File: config.mk
export PLATFORM = sky130hd
export DESIGN_NAME = psg_tone_noise_generator_top
export DESIGN_NICKNAME = d
export VERILOG_FILES = /design/src/psg_pkg.sv /design/src/psg_front.sv /design/src/psg_back.sv /design/src/psg_tone_noise_generator_top.sv
export SDC_FILE = /design/constraint.sdc
export NUM_CORES = 1
export LEC_CHECK = 0
export BUFFER_PORTS_ARGS = -buffer_cell sky130_fd_sc_hd__clkbuf_2
export CORE_UTILIZATION = 55
export CTS_CLUSTER_SIZE = 25
export DETAILED_ROUTE_END_ITERATION = 10
export PLACE_DENSITY_LB_ADDON = 0.15
export SYNTH_ARGS = -nofsm -noshare
export SYNTH_HDL_FRONTEND = slang
export SYNTH_SLANG_ARGS = --single-unit
File: constraint.sdc
create_clock -name clk -period 3.55 [get_ports clk]
set_clock_uncertainty 0.2 [all_clocks]
set_input_delay 0.355 -clock clk [delete_from_list [all_inputs] [get_ports clk]]
set_output_delay 0.355 -clock clk [all_outputs]
set_load 0.02 [all_outputs]
File: src/psg_pkg.sv
package psg_pkg;

  localparam int QUEUE_DEPTH = 2;
  localparam int PERIOD_W = 11;
  localparam logic [3:0] ATTEN_OFF = 4'hF;
  localparam logic [15:0] LFSR_SEED = 16'h8000;
  localparam logic [1:0] RATE_TONE2 = 2'd3;
  localparam logic [1:0] NOISE_CH = 2'd3;

  typedef struct packed {
    logic       tick;
    logic       latch;
    logic [1:0] chan;
    logic       attn;
    logic [7:0] data;
  } item_t;

  typedef struct packed {
    logic  valid;
    item_t item;
  } head_t;

  function automatic logic [PERIOD_W-1:0] noise_reload(input logic [1:0] sel,
                                                       input logic [PERIOD_W-1:0] p2);
    logic [PERIOD_W-1:0] r;
    case (sel)
      2'd0: r = PERIOD_W'(15);
      2'd1: r = PERIOD_W'(31);
      2'd2: r = PERIOD_W'(63);
      default: r = p2 - PERIOD_W'(1);
    endcase
    return r;
  endfunction

endpackage

File: src/psg_front.sv
module psg_front #(
  parameter int DEPTH = psg_pkg::QUEUE_DEPTH
) (
  input  logic            clk,
  input  logic            rst_n,
  input  logic            in_valid,
  output logic            in_stall,
  input  logic            in_kind,
  input  logic [7:0]      in_data_byte,
  input  logic            pop,
  output psg_pkg::head_t  head
);

  localparam int PW = (DEPTH > 1) ? $clog2(DEPTH) : 1;
  localparam int CW = $clog2(DEPTH + 1);

  psg_pkg::item_t      mem [DEPTH];
  logic [PW-1:0]       wr_ptr_r, wr_ptr_nxt;
  logic [PW-1:0]       rd_ptr_r, rd_ptr_nxt;
  logic [CW-1:0]       count_r, count_nxt;
  logic                push, do_pop;
  psg_pkg::item_t      cls;

  // classify the incoming byte
  always_comb begin
    cls.tick  = in_kind;
    cls.latch = in_data_byte[7];
    cls.chan  = in_data_byte[6:5];
    cls.attn  = in_data_byte[4];
    cls.data  = in_data_byte;
  end

  assign in_stall = (count_r == CW'(DEPTH));
  assign push     = in_valid && !in_stall;
  assign do_pop   = pop && (count_r != '0);

  always_comb begin
    wr_ptr_nxt = wr_ptr_r;
    rd_ptr_nxt = rd_ptr_r;
    if (push) begin
      wr_ptr_nxt = (wr_ptr_r == PW'(DEPTH - 1)) ? '0 : wr_ptr_r + PW'(1);
    end
    if (do_pop) begin
      rd_ptr_nxt = (rd_ptr_r == PW'(DEPTH - 1)) ? '0 : rd_ptr_r + PW'(1);
    end
    count_nxt = count_r + CW'(push) - CW'(do_pop);
  end

  always_ff @(posedge clk) begin
    if (!rst_n) begin
      wr_ptr_r <= '0;
      rd_ptr_r <= '0;
      count_r  <= '0;
    end else begin
      wr_ptr_r <= wr_ptr_nxt;
      rd_ptr_r <= rd_ptr_nxt;
      count_r  <= count_nxt;
    end
  end

  always_ff @(posedge clk) begin
    if (push) begin
      mem[wr_ptr_r] <= cls;
    end
  end

  assign head.valid = (count_r != '0);
  assign head.item  = mem[rd_ptr_r];

  a_count_bound: assert property (@(posedge clk) disable iff (!rst_n)
    count_r <= CW'(DEPTH))
    else $error("queue count beyond depth");

  a_full_no_push: assert property (@(posedge clk) disable iff (!rst_n)
    (count_r == CW'(DEPTH)) && !pop |=> count_r == CW'(DEPTH))
    else $error("full queue lost an entry");

  a_empty_no_pop: assert property (@(posedge clk) disable iff (!rst_n)
    (count_r == '0) && !in_valid |=> count_r == '0)
    else $error("empty queue gained an entry");

endmodule

File: src/psg_back.sv
module psg_back (
  input  logic            clk,
  input  logic            rst_n,
  input  psg_pkg::head_t  head,
  output logic            pop,
  output logic            out_valid,
  input  logic            out_stall,
  output logic            out_tone0_level,
  output logic            out_tone1_level,
  output logic            out_tone2_level,
  output logic            out_noise_level,
  output logic [3:0]      out_tone0_atten,
  output logic [3:0]      out_tone1_atten,
  output logic [3:0]      out_tone2_atten,
  output logic [3:0]      out_noise_atten
);

  localparam int PW = psg_pkg::PERIOD_W;

  logic [1:0]    lch_r, lch_nxt;
  logic          lattn_r, lattn_nxt;
  logic [3:0]    atten_r [4];
  logic [3:0]    atten_nxt [4];
  logic [PW-1:0] period_r [3];
  logic [PW-1:0] period_nxt [3];
  logic [3:0]    nib_r [3];
  logic [3:0]    nib_nxt [3];
  logic [PW-1:0] cnt_r [4];
  logic [PW-1:0] cnt_nxt [4];
  logic [3:0]    lvl_r, lvl_nxt;
  logic [15:0]   lfsr_r, lfsr_nxt;
  logic [1:0]    sel_r, sel_nxt;
  logic          mode_r, mode_nxt;
  logic          prior_r, prior_nxt;
  logic          out_valid_r, out_valid_nxt;
  logic          back_ready, take;
  logic [1:0]    ch;
  logic          attn;
  logic [15:0]   lfsr_sh;
  psg_pkg::item_t it;

  assign it         = head.item;
  assign back_ready = !out_valid_r || !out_stall;
  assign take       = head.valid && back_ready;
  assign pop        = take;

  assign ch   = it.latch ? it.chan : lch_r;
  assign attn = it.latch ? it.attn : lattn_r;

  always_comb begin
    if (prior_r != mode_r) begin
      lfsr_sh = psg_pkg::LFSR_SEED;
    end else if (mode_r) begin
      lfsr_sh = {lfsr_r[0] ^ lfsr_r[3], lfsr_r[15:1]};
    end else begin
      lfsr_sh = {lfsr_r[0], lfsr_r[15:1]};
    end
  end

  always_comb begin
    lch_nxt    = lch_r;
    lattn_nxt  = lattn_r;
    atten_nxt  = atten_r;
    period_nxt = period_r;
    nib_nxt    = nib_r;
    cnt_nxt    = cnt_r;
    lvl_nxt    = lvl_r;
    lfsr_nxt   = lfsr_r;
    sel_nxt    = sel_r;
    mode_nxt   = mode_r;
    prior_nxt  = prior_r;
    if (take && !it.tick) begin
      if (it.latch) begin
        lch_nxt   = it.chan;
        lattn_nxt = it.attn;
      end
      if (attn) begin
        atten_nxt[ch] = it.data[3:0];
      end else if (ch != psg_pkg::NOISE_CH) begin
        if (it.latch) begin
          nib_nxt[ch] = it.data[3:0];
        end else begin
          period_nxt[ch] = {it.data[6:0], nib_r[ch]};
        end
      end else begin
        sel_nxt  = it.data[1:0];
        mode_nxt = it.data[2];
      end
    end else if (take) begin
      for (int i = 0; i < 3; i++) begin
        if (atten_r[i] != psg_pkg::ATTEN_OFF) begin
          if (period_r[i] < PW'(2)) begin
            lvl_nxt[i] = 1'b1;
          end else if (cnt_r[i] == '0) begin
            cnt_nxt[i] = period_r[i] - PW'(1);
            lvl_nxt[i] = !lvl_r[i];
          end else begin
            cnt_nxt[i] = cnt_r[i] - PW'(1);
          end
        end
      end
      if (atten_r[3] != psg_pkg::ATTEN_OFF) begin
        if (sel_r == psg_pkg::RATE_TONE2 && period_r[2] < PW'(2)) begin
          lvl_nxt[3] = 1'b1;
        end else if (cnt_r[3] == '0) begin
          cnt_nxt[3] = psg_pkg::noise_reload(sel_r, period_r[2]);
          lfsr_nxt   = lfsr_sh;
          prior_nxt  = mode_r;
          lvl_nxt[3] = lfsr_sh[0];
        end else begin
          cnt_nxt[3] = cnt_r[3] - PW'(1);
        end
      end
    end
  end

  assign out_valid_nxt = take || (out_valid_r && out_stall);

  always_ff @(posedge clk) begin
    if (!rst_n) begin
      lch_r       <= '0;
      lattn_r     <= 1'b0;
      atten_r     <= '{default: psg_pkg::ATTEN_OFF};
      period_r    <= '{default: '0};
      nib_r       <= '{default: '0};
      cnt_r       <= '{default: '0};
      lvl_r       <= '0;
      lfsr_r      <= psg_pkg::LFSR_SEED;
      sel_r       <= '0;
      mode_r      <= 1'b0;
      prior_r     <= 1'b0;
      out_valid_r <= 1'b0;
    end else begin
      lch_r       <= lch_nxt;
      lattn_r     <= lattn_nxt;
      atten_r     <= atten_nxt;
      period_r    <= period_nxt;
      nib_r       <= nib_nxt;
      cnt_r       <= cnt_nxt;
      lvl_r       <= lvl_nxt;
      lfsr_r      <= lfsr_nxt;
      sel_r       <= sel_nxt;
      mode_r      <= mode_nxt;
      prior_r     <= prior_nxt;
      out_valid_r <= out_valid_nxt;
    end
  end

  always_ff @(posedge clk) begin
    if (take) begin
      out_tone0_level <= lvl_nxt[0];
      out_tone1_level <= lvl_nxt[1];
      out_tone2_level <= lvl_nxt[2];
      out_noise_level <= lvl_nxt[3];
      out_tone0_atten <= atten_nxt[0];
      out_tone1_atten <= atten_nxt[1];
      out_tone2_atten <= atten_nxt[2];
      out_noise_atten <= atten_nxt[3];
    end
  end

  assign out_valid = out_valid_r;

  a_lfsr_live: assert property (@(posedge clk) disable iff (!rst_n)
    lfsr_r != '0)
    else $error("noise register collapsed to zero");

  a_take_shows: assert property (@(posedge clk) disable iff (!rst_n)
    take |=> out_valid_r)
    else $error("popped transaction produced no result");

  a_silent_frozen: assert property (@(posedge clk) disable iff (!rst_n)
    take && it.tick && atten_r[0] == psg_pkg::ATTEN_OFF |=> $stable(cnt_r[0]))
    else $error("silenced tone timer advanced");

  a_short_high: assert property (@(posedge clk) disable iff (!rst_n)
    take && it.tick && atten_r[1] != psg_pkg::ATTEN_OFF && period_r[1] < PW'(2)
    |=> lvl_r[1])
    else $error("short period did not force level high");

endmodule

File: src/psg_tone_noise_generator_top.sv
// An accepted transaction is queued, then popped by the back end, which registers its result.
// Throughput: one transaction per cycle while out_stall is low; each tick advances the
// unsilenced timers and the noise register on a noise reload, in one pass of the back end.
// A short queue between front and back absorbs output stall; out_stall backs up into in_stall.
// Sync reset (rst_n low): attenuations 15, noise register 0x8000, else zero; output data not reset.
module psg_tone_noise_generator_top #(
  parameter int QUEUE_DEPTH = psg_pkg::QUEUE_DEPTH
) (
  input  logic       clk,
  input  logic       rst_n,
  input  logic       in_valid,
  output logic       in_stall,
  input  logic       in_kind,
  input  logic [7:0] in_data_byte,
  output logic       out_valid,
  input  logic       out_stall,
  output logic       out_tone0_level,
  output logic       out_tone1_level,
  output logic       out_tone2_level,
  output logic       out_noise_level,
  output logic [3:0] out_tone0_atten,
  output logic [3:0] out_tone1_atten,
  output logic [3:0] out_tone2_atten,
  output logic [3:0] out_noise_atten
);

  psg_pkg::head_t head;
  logic           pop;

  psg_front #(
    .DEPTH(QUEUE_DEPTH)
  ) u_front (
    .clk          (clk),
    .rst_n        (rst_n),
    .in_valid     (in_valid),
    .in_stall     (in_stall),
    .in_kind      (in_kind),
    .in_data_byte (in_data_byte),
    .pop          (pop),
    .head         (head)
  );

  psg_back u_back (
    .clk             (clk),
    .rst_n           (rst_n),
    .head            (head),
    .pop             (pop),
    .out_valid       (out_valid),
    .out_stall       (out_stall),
    .out_tone0_level (out_tone0_level),
    .out_tone1_level (out_tone1_level),
    .out_tone2_level (out_tone2_level),
    .out_noise_level (out_noise_level),
    .out_tone0_atten (out_tone0_atten),
    .out_tone1_atten (out_tone1_atten),
    .out_tone2_atten (out_tone2_atten),
    .out_noise_atten (out_noise_atten)
  );

endmodule

==> results.yml <==
run_status:
  status: "finished clean"
detailed_routing:
  vias: 6784
  vias_per_cell: 6.19
  antenna_left: 0
  dr.pass1.iters: 6
  drc: 0
  drt_wl_total_um: 19400
  drtIter0Drc: 517
  avgRoutedWirePerCell_um: 17.7
power:
  netSwitchingPower_w: 0.00189
  pwr-share-comb: 0.258
  switching_share: 0.340
  clkPwrFrac: 0.317
  p_per_area_nw_per_um2: 608
  power_leakage_nw: 3.37
  p_int_w: 0.00368
  power_frac_seq: 0.425
  ir_drop_v: 0.000623
placement:
  dp_hpwl_um: 13200
  dp_worst_setup_slack_ps: 397
  portBuffers: 34
  gp_congestion: 0.843
worst_setup_path:
  r2r_slack_ps: 340
  r2r-start: "u_back.cnt_r[25]"
  rr_worst_depth: 9
  crit_end: "u_back.cnt_r[32]"
  r2r_end: "u_back.cnt_r[32]"
  crit_arrival_ps: 3370
  worstPathMaxFanout: 7
  path_class: "flop to flop"
  crit_path_start: "u_back.cnt_r[25]"
  cp-start-kind: "flop"
  worstPathRequired_ps: 3710
  cp-end-kind: "flop"
yosys:
  yosysUniqueCellTypes: 66
  ys_ff_latch: 176
  ys_top_cells_by_area: "dfxtp_1, edfxtp_1, nor2_1, mux2i_1, a21oi_1"
  ys.flop_type: "dfxtp_1"
  synth_edf_count: 38
  syn_area_um2: 8140
  yosys.area.top_type: "dfxtp_1"
  syn_inst: 865
  syn_avg_cell_area_um2: 9.41
  synthArstFlopShare: 0
  yosys_warnings: 0
  netlist.area_leader.share: 0.339
  syn_nets: 888
  ys_seq_area_frac: 0.479
clock_network:
  numCtsBuffers: 17
  cts_tree: "yes"
  clockBufferDepth: 2
  post-cts-setup-buffers: 0
  cts-htree-levels: 4
  postCtsResizedCells: 0
  hold_buffers: 9
  numClockSinks: 176
  clk_latency_ps: 430
  ctsRootBufferMaster: "clkbuf_16"
  clk_pin_slew_ps: 70
cells_and_area:
  layout-drive-gt1-share: 0.135
  fill_cells: 1195
  syn_to_final_growth_pct: 12.4
  multi_input_area_um2: 3990
  mostFrequentLayoutCell: "dfxtp_1"
  final_cell_mix: "dfxtp_1, nor2_1, a21oi_1"
  n_antenna_cell: 0
  nets: 922
  seq_area_um2: 3900
run:
  cap_violations: 0
sta:
  max_freq_mhz: 311
  fin_tns_setup_ps: 0
  layout_setup_ws_ps: 336
  finalHoldViolCount: 0
  relSlewSlack: 0.248
  setup-violations-final: 0
  finalMaxSlewViolations: 0
  period_needed_ps: 3210
  worst_hold_slack_ps: 30.5
  rsz0062_at_grt: "false"
  tightest_slew_ps: 1120
  finalCritPeriodShare: 0.905
global_route:
  grt_pass1_wl_um: 31700
  antenna_found_initial: 0
  globalRouteOverflowTotal: 0
  grtUsageTotal: 0.268
  grt_max_degree: 51
  grt_pass1_vias: 6388
floorplanning:
  fp.dieArea_um2: 15300
  dieHeight_um: 124
  start_util: 0.562
  core_um2: 14500
  dieWidth_um: 124
  boundaryPins: 35
  num_rows: 44
worst_hold_path:
  hold_path_class: "input pin to flop"
## critical path, cell delays in order (launching register included)
cell and delay (ps):
dfxtp_1 450, nor4_1 170, and3_1 230, a21oi_1 200, ha_1 230, or3b_2 500, or3_1 400, a2111o_1 390
o31a_1 240, nor3_1 120
## metal layers
layer	GRT usage	wire, µm	vias to the layer above
li1	-	-	3320
met1	0.332	8540	3263
met2	0.453	9620	170
met3	0.0554	845	31
met4	0.114	393	0
met5	0	0	-
## sequential cells by signal, indices dropped and copies added, names as in the netlist, 12 cells and up, named ones only
signal           cells
u_back.cnt_r        44
u_back.period_r     33
u_front.mem         18
u_back.atten_r      16
u_back.lfsr_r       16
u_back.nib_r        12
## how the worst min path moves through the flow
stage          cells after the start               from  slack [ps]                end
3_3_place_gp                       2  u_back.lfsr_r[10]         250   u_back.lfsr_r[9]
2_1_floorplan                      2  u_back.lfsr_r[11]         240  u_back.lfsr_r[10]
5_1_grt                            3          out_stall          40   u_back.out_valid
4_1_cts                            3          out_stall          20   u_back.out_valid
6_report                           3          out_stall          30   u_back.out_valid
3_5_place_dp                       2  u_back.lfsr_r[14]         260  u_back.lfsr_r[13]
## power groups by stage
stage	combinational (W)	clock, W	sequential (W)
final	0.00144	0.00177	0.00237
after CTS	0.00143	0.00180	0.00236
after global routing	0.00156	0.00189	0.00238
after global placement	0.00138	0	0.00240
after detailed placement	0.00141	0	0.00240
after floorplan	0.000993	0	0.00241
## cells by family (layout without fill, tap and decap cells)
logic type | count (synthesis) | in the layout | share of synthesized area
AOI/OAI and AO/OA | 225 | 225 | 0.185
xor gates and xnor gates | 13 | 13 | 0.0140
adders and majority gates | 10 | 10 | 0.0154
buffers and inverters | 64 | 111 | 0.0320
DFF | 176 | 176 | 0.479
muxes | 49 | 49 | 0.0624
and+or+nand+nor | 328 | 328 | 0.212
## final cells by class
type                            instances  area share
Multi-Input combinational cell        625       0.436
Sequential cell                       176       0.427
Clock buffer                           17      0.0465
Timing Repair Buffer                   64      0.0457
Tap cell                              184      0.0252
Clock inverter                         15      0.0139
Inverter                               15     0.00629
## cells in the mapped netlist (all sizes together), types with 4 or more instances
| master | n |
|---|---|
| o21ai | 50 |
| or2 | 11 |
| a41o | 5 |
| o31a | 4 |
| a311oi | 5 |
| nor4 | 22 |
| nor2 | 109 |
| mux2i | 35 |
| nand3 | 36 |
| xor2 | 4 |
| and4 | 4 |
| ha | 10 |
| a211o | 5 |
| edfxtp | 38 |
| o31ai | 6 |
| buf | 7 |
| inv | 15 |
| nand2b | 5 |
| or4 | 10 |
| a211oi | 39 |
| or3 | 15 |
| xnor2 | 9 |
| a21o | 4 |
| o211a | 4 |
| nand4 | 12 |
| and2 | 17 |
| nor3b | 7 |
| and3 | 9 |
| nand2 | 29 |
| clkbuf | 42 |
| dfxtp | 138 |
| a21oi | 61 |
| mux2 | 14 |
| a31oi | 10 |
| nand3b | 4 |
| o221ai | 4 |
| nor3 | 31 |
## through the flow
stage	std cells	total power, W	util	area [µm²]
after floorplan	865	0.00340	-	8140
after global placement	1055	0.00377	0.588	8510
after detailed placement	1055	0.00381	0.588	8510
after CTS	1096	0.00559	0.632	9150
after global routing	1096	0.00583	0.632	9150
final	1096	0.00557	0.632	9150
(Power assumes the default switching activity.)
